`src/hdl/hci_uart_packet_deframer_unit_macros.svh`:
```
// ----------------------------------------------------------------------------
// hci uart packet deframer - assertion macros
// Shared concurrent assertion wrappers; define ASSERT_OFF to compile them out.
// ----------------------------------------------------------------------------
`ifndef HCI_UART_PACKET_DEFRAMER_UNIT_MACROS_SVH
`define HCI_UART_PACKET_DEFRAMER_UNIT_MACROS_SVH

`ifndef ASSERT_OFF
// property must hold at every clock edge outside reset
`define HUDF_ASSERT(lbl, clk, rst_n, prop, msg) \
    lbl: assert property (@(posedge clk) disable iff (!rst_n) prop) else $error(msg);
// condition must never be true outside reset
`define HUDF_ASSERT_NEVER(lbl, clk, rst_n, cond, msg) \
    lbl: assert property (@(posedge clk) disable iff (!rst_n) !(cond)) else $error(msg);
`else
`define HUDF_ASSERT(lbl, clk, rst_n, prop, msg)
`define HUDF_ASSERT_NEVER(lbl, clk, rst_n, cond, msg)
`endif

`endif

```
`src/hdl/hudf_pkg.sv`:
```
// ----------------------------------------------------------------------------
// hudf_pkg
// Types and constants shared by the hci uart packet deframer modules.
// ----------------------------------------------------------------------------
`default_nettype none

package hudf_pkg;

    // packet type bytes on the wire
    localparam logic [7:0] TYPE_CMD = 8'h01;
    localparam logic [7:0] TYPE_ACL = 8'h02;
    localparam logic [7:0] TYPE_SCO = 8'h03;

    // packet kind codes on the output
    localparam logic [1:0] KIND_CMD = 2'd0;
    localparam logic [1:0] KIND_ACL = 2'd1;
    localparam logic [1:0] KIND_SCO = 2'd2;

    // last header index: acl has a 4-byte header, the others 3
    localparam logic [2:0] HDR_LAST_ACL   = 3'd3;
    localparam logic [2:0] HDR_LAST_OTHER = 3'd2;
    localparam logic [2:0] HDR_LEN_INDEX  = 3'd2;

    localparam int QUEUE_DEPTH = 2;
    localparam int QUEUE_AW    = (QUEUE_DEPTH > 1) ? $clog2(QUEUE_DEPTH) : 1;
    localparam int QUEUE_CW    = $clog2(QUEUE_DEPTH + 1);

    typedef struct packed {
        logic [1:0] pkt_kind;
        logic [7:0] out_byte;
        logic       first_byte;
        logic       last_byte;
    } t_entry;

    typedef struct packed {
        logic full;
        logic empty;
    } t_queue_status;

endpackage

`default_nettype wire

```
`src/hdl/hudf_front.sv`:
```
// ----------------------------------------------------------------------------
// hudf_front
// Byte parser: tracks type, header and payload phases and tags each byte.
// ----------------------------------------------------------------------------
`default_nettype none

`include "hci_uart_packet_deframer_unit_macros.svh"

module hudf_front (
    input  wire                    i_clk,
    input  wire                    i_rst_n,
    input  wire                    i_valid,
    output logic                   o_ready,
    input  wire  [7:0]             i_in_byte,
    input  hudf_pkg::t_queue_status i_q_status,
    output logic                   o_push,
    output hudf_pkg::t_entry       o_entry
);
    import hudf_pkg::*;

    typedef enum logic [1:0] {
        PH_TYPE,
        PH_HEADER,
        PH_PAYLOAD
    } t_phase;

    t_phase      r_phase, n_phase;
    logic [1:0]  r_kind, n_kind;
    logic [2:0]  r_hdr_idx, n_hdr_idx;
    logic [7:0]  r_len_low, n_len_low;
    logic [15:0] r_left, n_left;

    logic        in_fire;
    logic        hdr_last;
    logic [15:0] hdr_len;

    assign o_ready = !i_q_status.full;
    assign in_fire = i_valid && o_ready;

    always_comb begin
        hdr_last = (r_hdr_idx >= ((r_kind == KIND_ACL) ? HDR_LAST_ACL : HDR_LAST_OTHER));
        hdr_len  = (r_kind == KIND_ACL) ? {i_in_byte, r_len_low} : {8'h00, i_in_byte};
    end

    always_comb begin
        n_phase   = r_phase;
        n_kind    = r_kind;
        n_hdr_idx = r_hdr_idx;
        n_len_low = r_len_low;
        n_left    = r_left;
        o_push    = 1'b0;
        o_entry.pkt_kind   = r_kind;
        o_entry.out_byte   = i_in_byte;
        o_entry.first_byte = 1'b0;
        o_entry.last_byte  = 1'b0;
        if (in_fire) begin
            unique case (r_phase)
                PH_HEADER: begin
                    o_push = 1'b1;
                    o_entry.first_byte = (r_hdr_idx == 3'd0);
                    if (r_hdr_idx == HDR_LEN_INDEX) begin
                        n_len_low = i_in_byte;
                    end
                    if (hdr_last) begin
                        n_hdr_idx = 3'd0;
                        if (hdr_len == 16'd0) begin
                            o_entry.last_byte = 1'b1;
                            n_phase = PH_TYPE;
                        end else begin
                            n_left  = hdr_len;
                            n_phase = PH_PAYLOAD;
                        end
                    end else begin
                        n_hdr_idx = r_hdr_idx + 3'd1;
                    end
                end
                PH_PAYLOAD: begin
                    o_push = 1'b1;
                    if (r_left <= 16'd1) begin
                        n_left  = 16'd0;
                        o_entry.last_byte = 1'b1;
                        n_phase = PH_TYPE;
                    end else begin
                        n_left = r_left - 16'd1;
                    end
                end
                default: begin
                    n_phase = PH_TYPE;
                    // unknown type bytes are dropped to resync
                    case (i_in_byte)
                        TYPE_CMD, TYPE_ACL, TYPE_SCO: begin
                            n_kind    = i_in_byte[1:0] - 2'd1;
                            n_hdr_idx = 3'd0;
                            n_len_low = 8'h00;
                            n_left    = 16'd0;
                            n_phase   = PH_HEADER;
                        end
                        default: begin
                            n_phase = PH_TYPE;
                        end
                    endcase
                end
            endcase
        end
    end

    always_ff @(posedge i_clk) begin
        if (!i_rst_n) begin
            r_phase   <= PH_TYPE;
            r_kind    <= KIND_CMD;
            r_hdr_idx <= 3'd0;
            r_len_low <= 8'h00;
            r_left    <= 16'd0;
        end else begin
            r_phase   <= n_phase;
            r_kind    <= n_kind;
            r_hdr_idx <= n_hdr_idx;
            r_len_low <= n_len_low;
            r_left    <= n_left;
        end
    end

    `HUDF_ASSERT_NEVER(a_hdr_idx_range, i_clk, i_rst_n, r_hdr_idx > HDR_LAST_ACL, "header index out of range")
    `HUDF_ASSERT_NEVER(a_payload_nonzero, i_clk, i_rst_n, (r_phase == PH_PAYLOAD) && (r_left == 16'd0), "payload phase with zero bytes left")
    `HUDF_ASSERT(a_first_in_header, i_clk, i_rst_n, (o_push && o_entry.first_byte) |-> (r_phase == PH_HEADER), "first mark outside header")
    `HUDF_ASSERT(a_last_to_type, i_clk, i_rst_n, (o_push && o_entry.last_byte) |=> (r_phase == PH_TYPE), "last byte did not end packet")

endmodule

`default_nettype wire

```
`src/hdl/hudf_queue.sv`:
```
// ----------------------------------------------------------------------------
// hudf_queue
// Short queue of tagged bytes between the parser and the output stage.
// ----------------------------------------------------------------------------
`default_nettype none

`include "hci_uart_packet_deframer_unit_macros.svh"

module hudf_queue (
    input  wire                     i_clk,
    input  wire                     i_rst_n,
    input  wire                     i_push,
    input  hudf_pkg::t_entry        i_entry,
    input  wire                     i_pop,
    output hudf_pkg::t_entry        o_entry,
    output hudf_pkg::t_queue_status o_status
);
    import hudf_pkg::*;

    t_entry                r_mem [QUEUE_DEPTH];
    logic [QUEUE_AW-1:0]   r_wr_ptr, r_rd_ptr;
    logic [QUEUE_CW-1:0]   r_count;

    function automatic logic [QUEUE_AW-1:0] ptr_inc(input logic [QUEUE_AW-1:0] p);
        logic [QUEUE_AW-1:0] r;
        if (p == QUEUE_AW'(QUEUE_DEPTH - 1)) begin
            r = '0;
        end else begin
            r = p + QUEUE_AW'(1);
        end
        return r;
    endfunction

    assign o_status.full  = (r_count == QUEUE_CW'(QUEUE_DEPTH));
    assign o_status.empty = (r_count == '0);
    assign o_entry        = r_mem[r_rd_ptr];

    always_ff @(posedge i_clk) begin
        if (i_push) begin
            r_mem[r_wr_ptr] <= i_entry;
        end
    end

    always_ff @(posedge i_clk) begin
        if (!i_rst_n) begin
            r_wr_ptr <= '0;
            r_rd_ptr <= '0;
            r_count  <= '0;
        end else begin
            if (i_push) begin
                r_wr_ptr <= ptr_inc(r_wr_ptr);
            end
            if (i_pop) begin
                r_rd_ptr <= ptr_inc(r_rd_ptr);
            end
            case ({i_push, i_pop})
                2'b10:   r_count <= r_count + QUEUE_CW'(1);
                2'b01:   r_count <= r_count - QUEUE_CW'(1);
                default: r_count <= r_count;
            endcase
        end
    end

    `HUDF_ASSERT_NEVER(a_count_range, i_clk, i_rst_n, r_count > QUEUE_CW'(QUEUE_DEPTH), "queue count over depth")
    `HUDF_ASSERT_NEVER(a_no_overflow, i_clk, i_rst_n, i_push && o_status.full, "push into full queue")
    `HUDF_ASSERT_NEVER(a_no_underflow, i_clk, i_rst_n, i_pop && o_status.empty, "pop from empty queue")

endmodule

`default_nettype wire

```
`src/hdl/hudf_back.sv`:
```
// ----------------------------------------------------------------------------
// hudf_back
// Output register stage: pulls tagged bytes from the queue and hands them on.
// ----------------------------------------------------------------------------
`default_nettype none

module hudf_back (
    input  wire                     i_clk,
    input  wire                     i_rst_n,
    input  hudf_pkg::t_queue_status i_q_status,
    input  hudf_pkg::t_entry        i_entry,
    output logic                    o_pop,
    output logic                    o_valid,
    input  wire                     i_ready,
    output hudf_pkg::t_entry        o_entry
);
    import hudf_pkg::*;

    logic   r_valid;
    t_entry r_entry;

    // refill whenever the held request leaves or the register is empty
    assign o_pop   = !i_q_status.empty && (!r_valid || i_ready);
    assign o_valid = r_valid;
    assign o_entry = r_entry;

    always_ff @(posedge i_clk) begin
        if (!i_rst_n) begin
            r_valid <= 1'b0;
        end else if (!r_valid || i_ready) begin
            r_valid <= !i_q_status.empty;
        end
    end

    always_ff @(posedge i_clk) begin
        if (o_pop) begin
            r_entry <= i_entry;
        end
    end

endmodule

`default_nettype wire

```
`src/hdl/hci_uart_packet_deframer_unit.sv`:
```
// ----------------------------------------------------------------------------
// hci_uart_packet_deframer_unit
// HCI UART (H4) stream deframer with tagged byte output.
// ----------------------------------------------------------------------------
// A parser takes one received byte per cycle whenever its two-entry queue
// has room and passes every header and payload byte of command, ACL and SCO
// packets straight through, tagged with the packet kind and with first and
// last marks; type bytes and unknown bytes between packets produce no output.
// An output register drains the queue, so the block sustains one byte per
// cycle while the output is ready; each byte is registered in the queue and
// then in the output register. These absorb short stalls on either side; an
// output stall that outlasts three held bytes blocks input.
`default_nettype none

module hci_uart_packet_deframer_unit (
    input  wire        i_clk,
    input  wire        i_rst_n,
    input  wire        i_valid,
    output logic       o_ready,
    input  wire  [7:0] i_in_byte,
    output logic       o_valid,
    input  wire        i_ready,
    output logic [1:0] o_pkt_kind,
    output logic [7:0] o_out_byte,
    output logic       o_first_byte,
    output logic       o_last_byte
);
    import hudf_pkg::*;

    t_queue_status q_status;
    t_entry        push_entry;
    t_entry        head_entry;
    t_entry        out_entry;
    logic          push;
    logic          pop;

    hudf_front u_front (
        .i_clk      (i_clk),
        .i_rst_n    (i_rst_n),
        .i_valid    (i_valid),
        .o_ready    (o_ready),
        .i_in_byte  (i_in_byte),
        .i_q_status (q_status),
        .o_push     (push),
        .o_entry    (push_entry)
    );

    hudf_queue u_queue (
        .i_clk    (i_clk),
        .i_rst_n  (i_rst_n),
        .i_push   (push),
        .i_entry  (push_entry),
        .i_pop    (pop),
        .o_entry  (head_entry),
        .o_status (q_status)
    );

    hudf_back u_back (
        .i_clk      (i_clk),
        .i_rst_n    (i_rst_n),
        .i_q_status (q_status),
        .i_entry    (head_entry),
        .o_pop      (pop),
        .o_valid    (o_valid),
        .i_ready    (i_ready),
        .o_entry    (out_entry)
    );

    assign o_pkt_kind   = out_entry.pkt_kind;
    assign o_out_byte   = out_entry.out_byte;
    assign o_first_byte = out_entry.first_byte;
    assign o_last_byte  = out_entry.last_byte;

endmodule

`default_nettype wire
```
`config.mk`:
```
export PLATFORM = sky130hd
export DESIGN_NAME = hci_uart_packet_deframer_unit
export DESIGN_NICKNAME = d
export VERILOG_FILES = /design/src/hdl/hudf_pkg.sv /design/src/hdl/hudf_front.sv /design/src/hdl/hudf_queue.sv /design/src/hdl/hudf_back.sv /design/src/hdl/hci_uart_packet_deframer_unit.sv
export VERILOG_INCLUDE_DIRS = /design/src /design/src/hdl
export SDC_FILE = /design/constraint.sdc
export NUM_CORES = 1
export LEC_CHECK = 0
export BUFFER_PORTS_ARGS = -buffer_cell sky130_fd_sc_hd__buf_2
export CAP_MARGIN = 20
export CORE_MARGIN = 1.5
export CORE_UTILIZATION = 26
export CTS_BUF_LIST = sky130_fd_sc_hd__clkbuf_4
export CTS_CLUSTER_DIAMETER = 60
export DETAILED_ROUTE_END_ITERATION = 16
export PLACE_DENSITY = 0.53
export RECOVER_POWER = 50
export SYNTH_ARGS = -nofsm -noshare
export SYNTH_HDL_FRONTEND = slang
export SYNTH_SLANG_ARGS = --single-unit
```
`constraint.sdc`:
```
create_clock -name i_clk -period 5.9 [get_ports i_clk]
set_clock_uncertainty 0.15 [all_clocks]
set_input_delay 0.295 -clock i_clk [delete_from_list [all_inputs] [get_ports i_clk]]
set_output_delay 0.295 -clock i_clk [all_outputs]
set_load 0.005 [all_outputs]
```
==> run metrics <==
number of flops mapped to enable cells by yosys 36; RePlAce Congestion 0.8887; number of synthesis warnings 0; Ant. Diodes 0; dpl hpwl 5475 µm; number of buffers created by CTS 9; number of antenna violations at the first check in global routing 0; Max Transition Viols Final 0; Setup WS pre-CTS 2.753 ns; final hold slack 0.1045 ns; boundary pin count 26; Initial Utilization 26.55%; number of global-route vias before repair 2563; async set-or-reset flop fraction in the synthesized netlist 0%; clock-pin slew reported for the worst setup and hold paths after clock tree synthesis 0.13 ns; Root Driver sky130_fd_sc_hd__clkbuf_4; Flop pwr share 58.0%; routed wire length 7983 µm; switching share of power 25.86%; unrepaired setup endpoints after global routing no; detailed router's first-iteration violation count 224; Static Leakage 1.435 nW; Max clock buf depth 2; worst r2r src u_front.r_kind[1]$_SDFFE_PN0P_; post-CTS repair timing setup buffer count 0; Worst R2R End u_front.r_left[11]$_SDFFE_PN0P_; most common cell after layout, fill and taps aside sky130_fd_sc_hd__nand2_1; sw power 0.2494 mW; total gr overflow 0; final number of setup-violating endpoints 0; post-route clock period utilization 53.46%; run status finished, final reports clean; WHS Endpoint u_back.o_valid$_SDFFE_PN0N_; core footprint 13240 µm²; final hold viol count 0; insertion delay of the later-clocked pin in the worst-skew pair 0.42 ns; post-synthesis net count 363; synth-to-layout area growth 12.88%; CTS HTree Levels 3; hold path startpoint i_ready; row cnt 42; post-route DRC violation count 0; Worst-Margin Slew 0.8304 ns; pin count of the biggest net entering global routing 43; worst hold path depth 3; Hold Path Class in2reg; number of nets with antenna violations after routing 0; CTS tree yes; aggregate global-route resource usage 12.00%; average wire length per cell after detail routing 14.57 µm; clock share of power 33.1%; primary flip-flop cell chosen by synthesis mapping sky130_fd_sc_hd__edfxtp_1; share of synthesized area occupied by flip-flops and latches 51.25%; first-pass GRT wire length 13320 µm; highest net fanout along the worst path 14; final sum of negative setup slack 0 ns; cell internal power dissipation 0.7151 mW; ratio of cells with drive above 1 in the final layout 13.44%; most frequent cells in the layout 38 x sky130_fd_sc_hd__nand2_1, 36 x sky130_fd_sc_hd__edfxtp_1, 36 x sky130_fd_sc_hd__dfxtp_1; combinational share of power 8.9%; routed vias/inst 4.832; number of optimization iterations in the first detailed-route pass 4; data arrival time of the critical path 3.33 ns; die span in y 119.3 µm; path depth of the worst reg2reg path 9; unique cell type count in the Yosys netlist 51; critical path startpoint u_front.r_kind[1]$_SDFFE_PN0P_; f_max 0.3170 GHz; Die ar. 14230 µm²; Worst R2R Setup Slack 2.75 ns; nature of the critical path startpoint register; worst voltage drop across the vdd grid 0.00008191 V; total via count after detailed routing 2648; count of input and output buffers 25; final setup margin 2.746 ns; Mean Syn Cell Area 10.37 µm²; clock net sink count 72; Pwr per Cell Area 243.0 nW/µm²; required time worst endpoint 6.08 ns; Rel. slew slack 44.64%; type of destination of the critical path register; Cells after Synth 339; count of maximum capacitance violations 0; Nets 391; Period minus WS final 3.154 ns; Die W 119.3 µm; total of flip-flops plus latches after synthesis 72; Mapped Area 3516 µm²; critical path start-end classification reg2reg
-- state kept, by name, summed over array words and instances, names as in the netlist --
register and cells:
u_back.o_entry 12, u_back.o_valid 1, u_front.r_hdr_idx 3, u_front.r_kind 2, u_front.r_left 16, u_front.r_len_low 8
u_front.r_phase 2, u_queue.r_count 2, u_queue.r_mem 24, u_queue.r_rd_ptr 1, u_queue.r_wr_ptr 1
-- final cells by class --
type | instances | area [µm²]
fill | 1414 | 9274
sequential | 72 | 1802
multi-input combinational | 240 | 1605
tap | 176 | 220.2
timing repair buffer | 30 | 150.1
clock inverter | 7 | 71.32
clock buffer | 9 | 67.56
inverter | 14 | 52.55
-- layer usage --
metal,up-vias,part of all wire (%),track usage [%]
met1,1253,48,15.60
li1,1298,-,-
met5,-,0,0
met2,80,45,19.08
met3,17,4.7,2.586
met4,0,2.4,5.497
-- power groups by stage --
stage               Sequential, mW  Clock (mW)  Combinational (mW)
global placement             0.571           0              0.0862
CTS                          0.560       0.328              0.0902
detailed placement           0.571           0              0.0891
floorplan                    0.567           0              0.0552
finish                       0.559       0.319              0.0858
global route                 0.563       0.352              0.0986
-- synthesized netlist by cell type, types with 2 or more instances --
cell type | count | area (µm²)
sky130_fd_sc_hd__clkbuf_1 | 11 | 41.29
sky130_fd_sc_hd__o32a_1 | 3 | 30.03
sky130_fd_sc_hd__nor3_1 | 5 | 25.02
sky130_fd_sc_hd__ha_1 | 12 | 150.1
sky130_fd_sc_hd__a21boi_0 | 9 | 67.56
sky130_fd_sc_hd__nor4_1 | 6 | 37.54
sky130_fd_sc_hd__or2_0 | 7 | 43.79
sky130_fd_sc_hd__a21oi_1 | 15 | 75.07
sky130_fd_sc_hd__nand2_1 | 38 | 142.6
sky130_fd_sc_hd__nand4_1 | 5 | 31.28
sky130_fd_sc_hd__a221o_1 | 2 | 20.02
sky130_fd_sc_hd__o31a_1 | 2 | 17.52
sky130_fd_sc_hd__a32oi_1 | 3 | 26.28
sky130_fd_sc_hd__nand2b_1 | 6 | 37.54
sky130_fd_sc_hd__nand3b_1 | 2 | 15.01
sky130_fd_sc_hd__o2111ai_1 | 2 | 17.52
sky130_fd_sc_hd__nor2_1 | 30 | 112.6
sky130_fd_sc_hd__xnor2_1 | 4 | 35.03
sky130_fd_sc_hd__o22ai_1 | 6 | 37.54
sky130_fd_sc_hd__a211o_1 | 2 | 17.52
sky130_fd_sc_hd__dfxtp_1 | 36 | 720.7
sky130_fd_sc_hd__mux2i_1 | 11 | 110.1
sky130_fd_sc_hd__o21ai_0 | 6 | 30.03
sky130_fd_sc_hd__and2_1 | 2 | 12.51
sky130_fd_sc_hd__inv_1 | 14 | 52.55
sky130_fd_sc_hd__a21boi_1 | 3 | 22.52
sky130_fd_sc_hd__nand3_1 | 8 | 40.04
sky130_fd_sc_hd__nor2b_1 | 5 | 31.28
sky130_fd_sc_hd__mux2_2 | 12 | 135.1
sky130_fd_sc_hd__o211ai_1 | 3 | 22.52
sky130_fd_sc_hd__edfxtp_1 | 36 | 1081
sky130_fd_sc_hd__o21ai_1 | 4 | 20.02
sky130_fd_sc_hd__and3_1 | 2 | 12.51
sky130_fd_sc_hd__a31oi_1 | 3 | 18.77
sky130_fd_sc_hd__o211a_1 | 2 | 20.02
sky130_fd_sc_hd__o21a_1 | 3 | 22.52
sky130_fd_sc_hd__or3_1 | 5 | 31.28
-- worst max-delay path by stage --
stage | end | cells after the start | slack [ns]
5_1_grt | u_front.r_left[7]$_SDFFE_PN0P_ | 9 | 2.56
4_1_cts | u_front.r_left[11]$_SDFFE_PN0P_ | 9 | 2.75
3_3_place_gp | u_front.r_left[11]$_SDFFE_PN0P_ | 9 | 2.82
6_report | u_front.r_left[11]$_SDFFE_PN0P_ | 9 | 2.75
2_1_floorplan | u_front.r_left[11]$_SDFFE_PN0P_ | 11 | 3.15
3_5_place_dp | u_front.r_left[11]$_SDFFE_PN0P_ | 9 | 2.75
-- stage by stage --
step	total power, mW	std cells	area (µm²)	util, %
finish	0.9645	548	3969	29.97
global route	1.013	548	3969	29.97
CTS	0.9782	545	3961	29.91
detailed placement	0.6603	528	3812	28.79
global placement	0.6570	527	3805	28.73
floorplan	0.6222	339	3516	-
-- worst max-delay path, cell delays in order, from the launching register on --
cell and delay [ns]:
sky130_fd_sc_hd__dfxtp_1 0.38, sky130_fd_sc_hd__nand2b_1 0.53, sky130_fd_sc_hd__inv_1 0.09, sky130_fd_sc_hd__ha_1 0.29, sky130_fd_sc_hd__nand2b_1 0.11, sky130_fd_sc_hd__a21boi_1 0.12, sky130_fd_sc_hd__a211o_1 0.31, sky130_fd_sc_hd__or2_0 0.49
sky130_fd_sc_hd__o211a_1 0.34, sky130_fd_sc_hd__a221o_1 0.25
-- cells by family after synthesis --
| group | after synthesis | synth area share (%) |
|---|---|---|
| AND/OR/NAND/NOR | 127 | 18.43 |
| XOR/XNOR | 5 | 1.245 |
| flip-flops | 72 | 51.25 |
| buffers and inverters | 27 | 3.096 |
| adder cells (fa/ha/maj) | 12 | 4.270 |
| multiplexers | 23 | 6.975 |
| AO/OA/AOI/OAI | 73 | 14.73 |
-- repair_timing --
| action | in CTS | in global routing |
|---|---|---|
| hold buffers | 1 | 1 |
| resized for setup | 0 | 0 |
| endpoints found under the hold margin | 2 | 2 |
(Power assumes the default switching activity.)
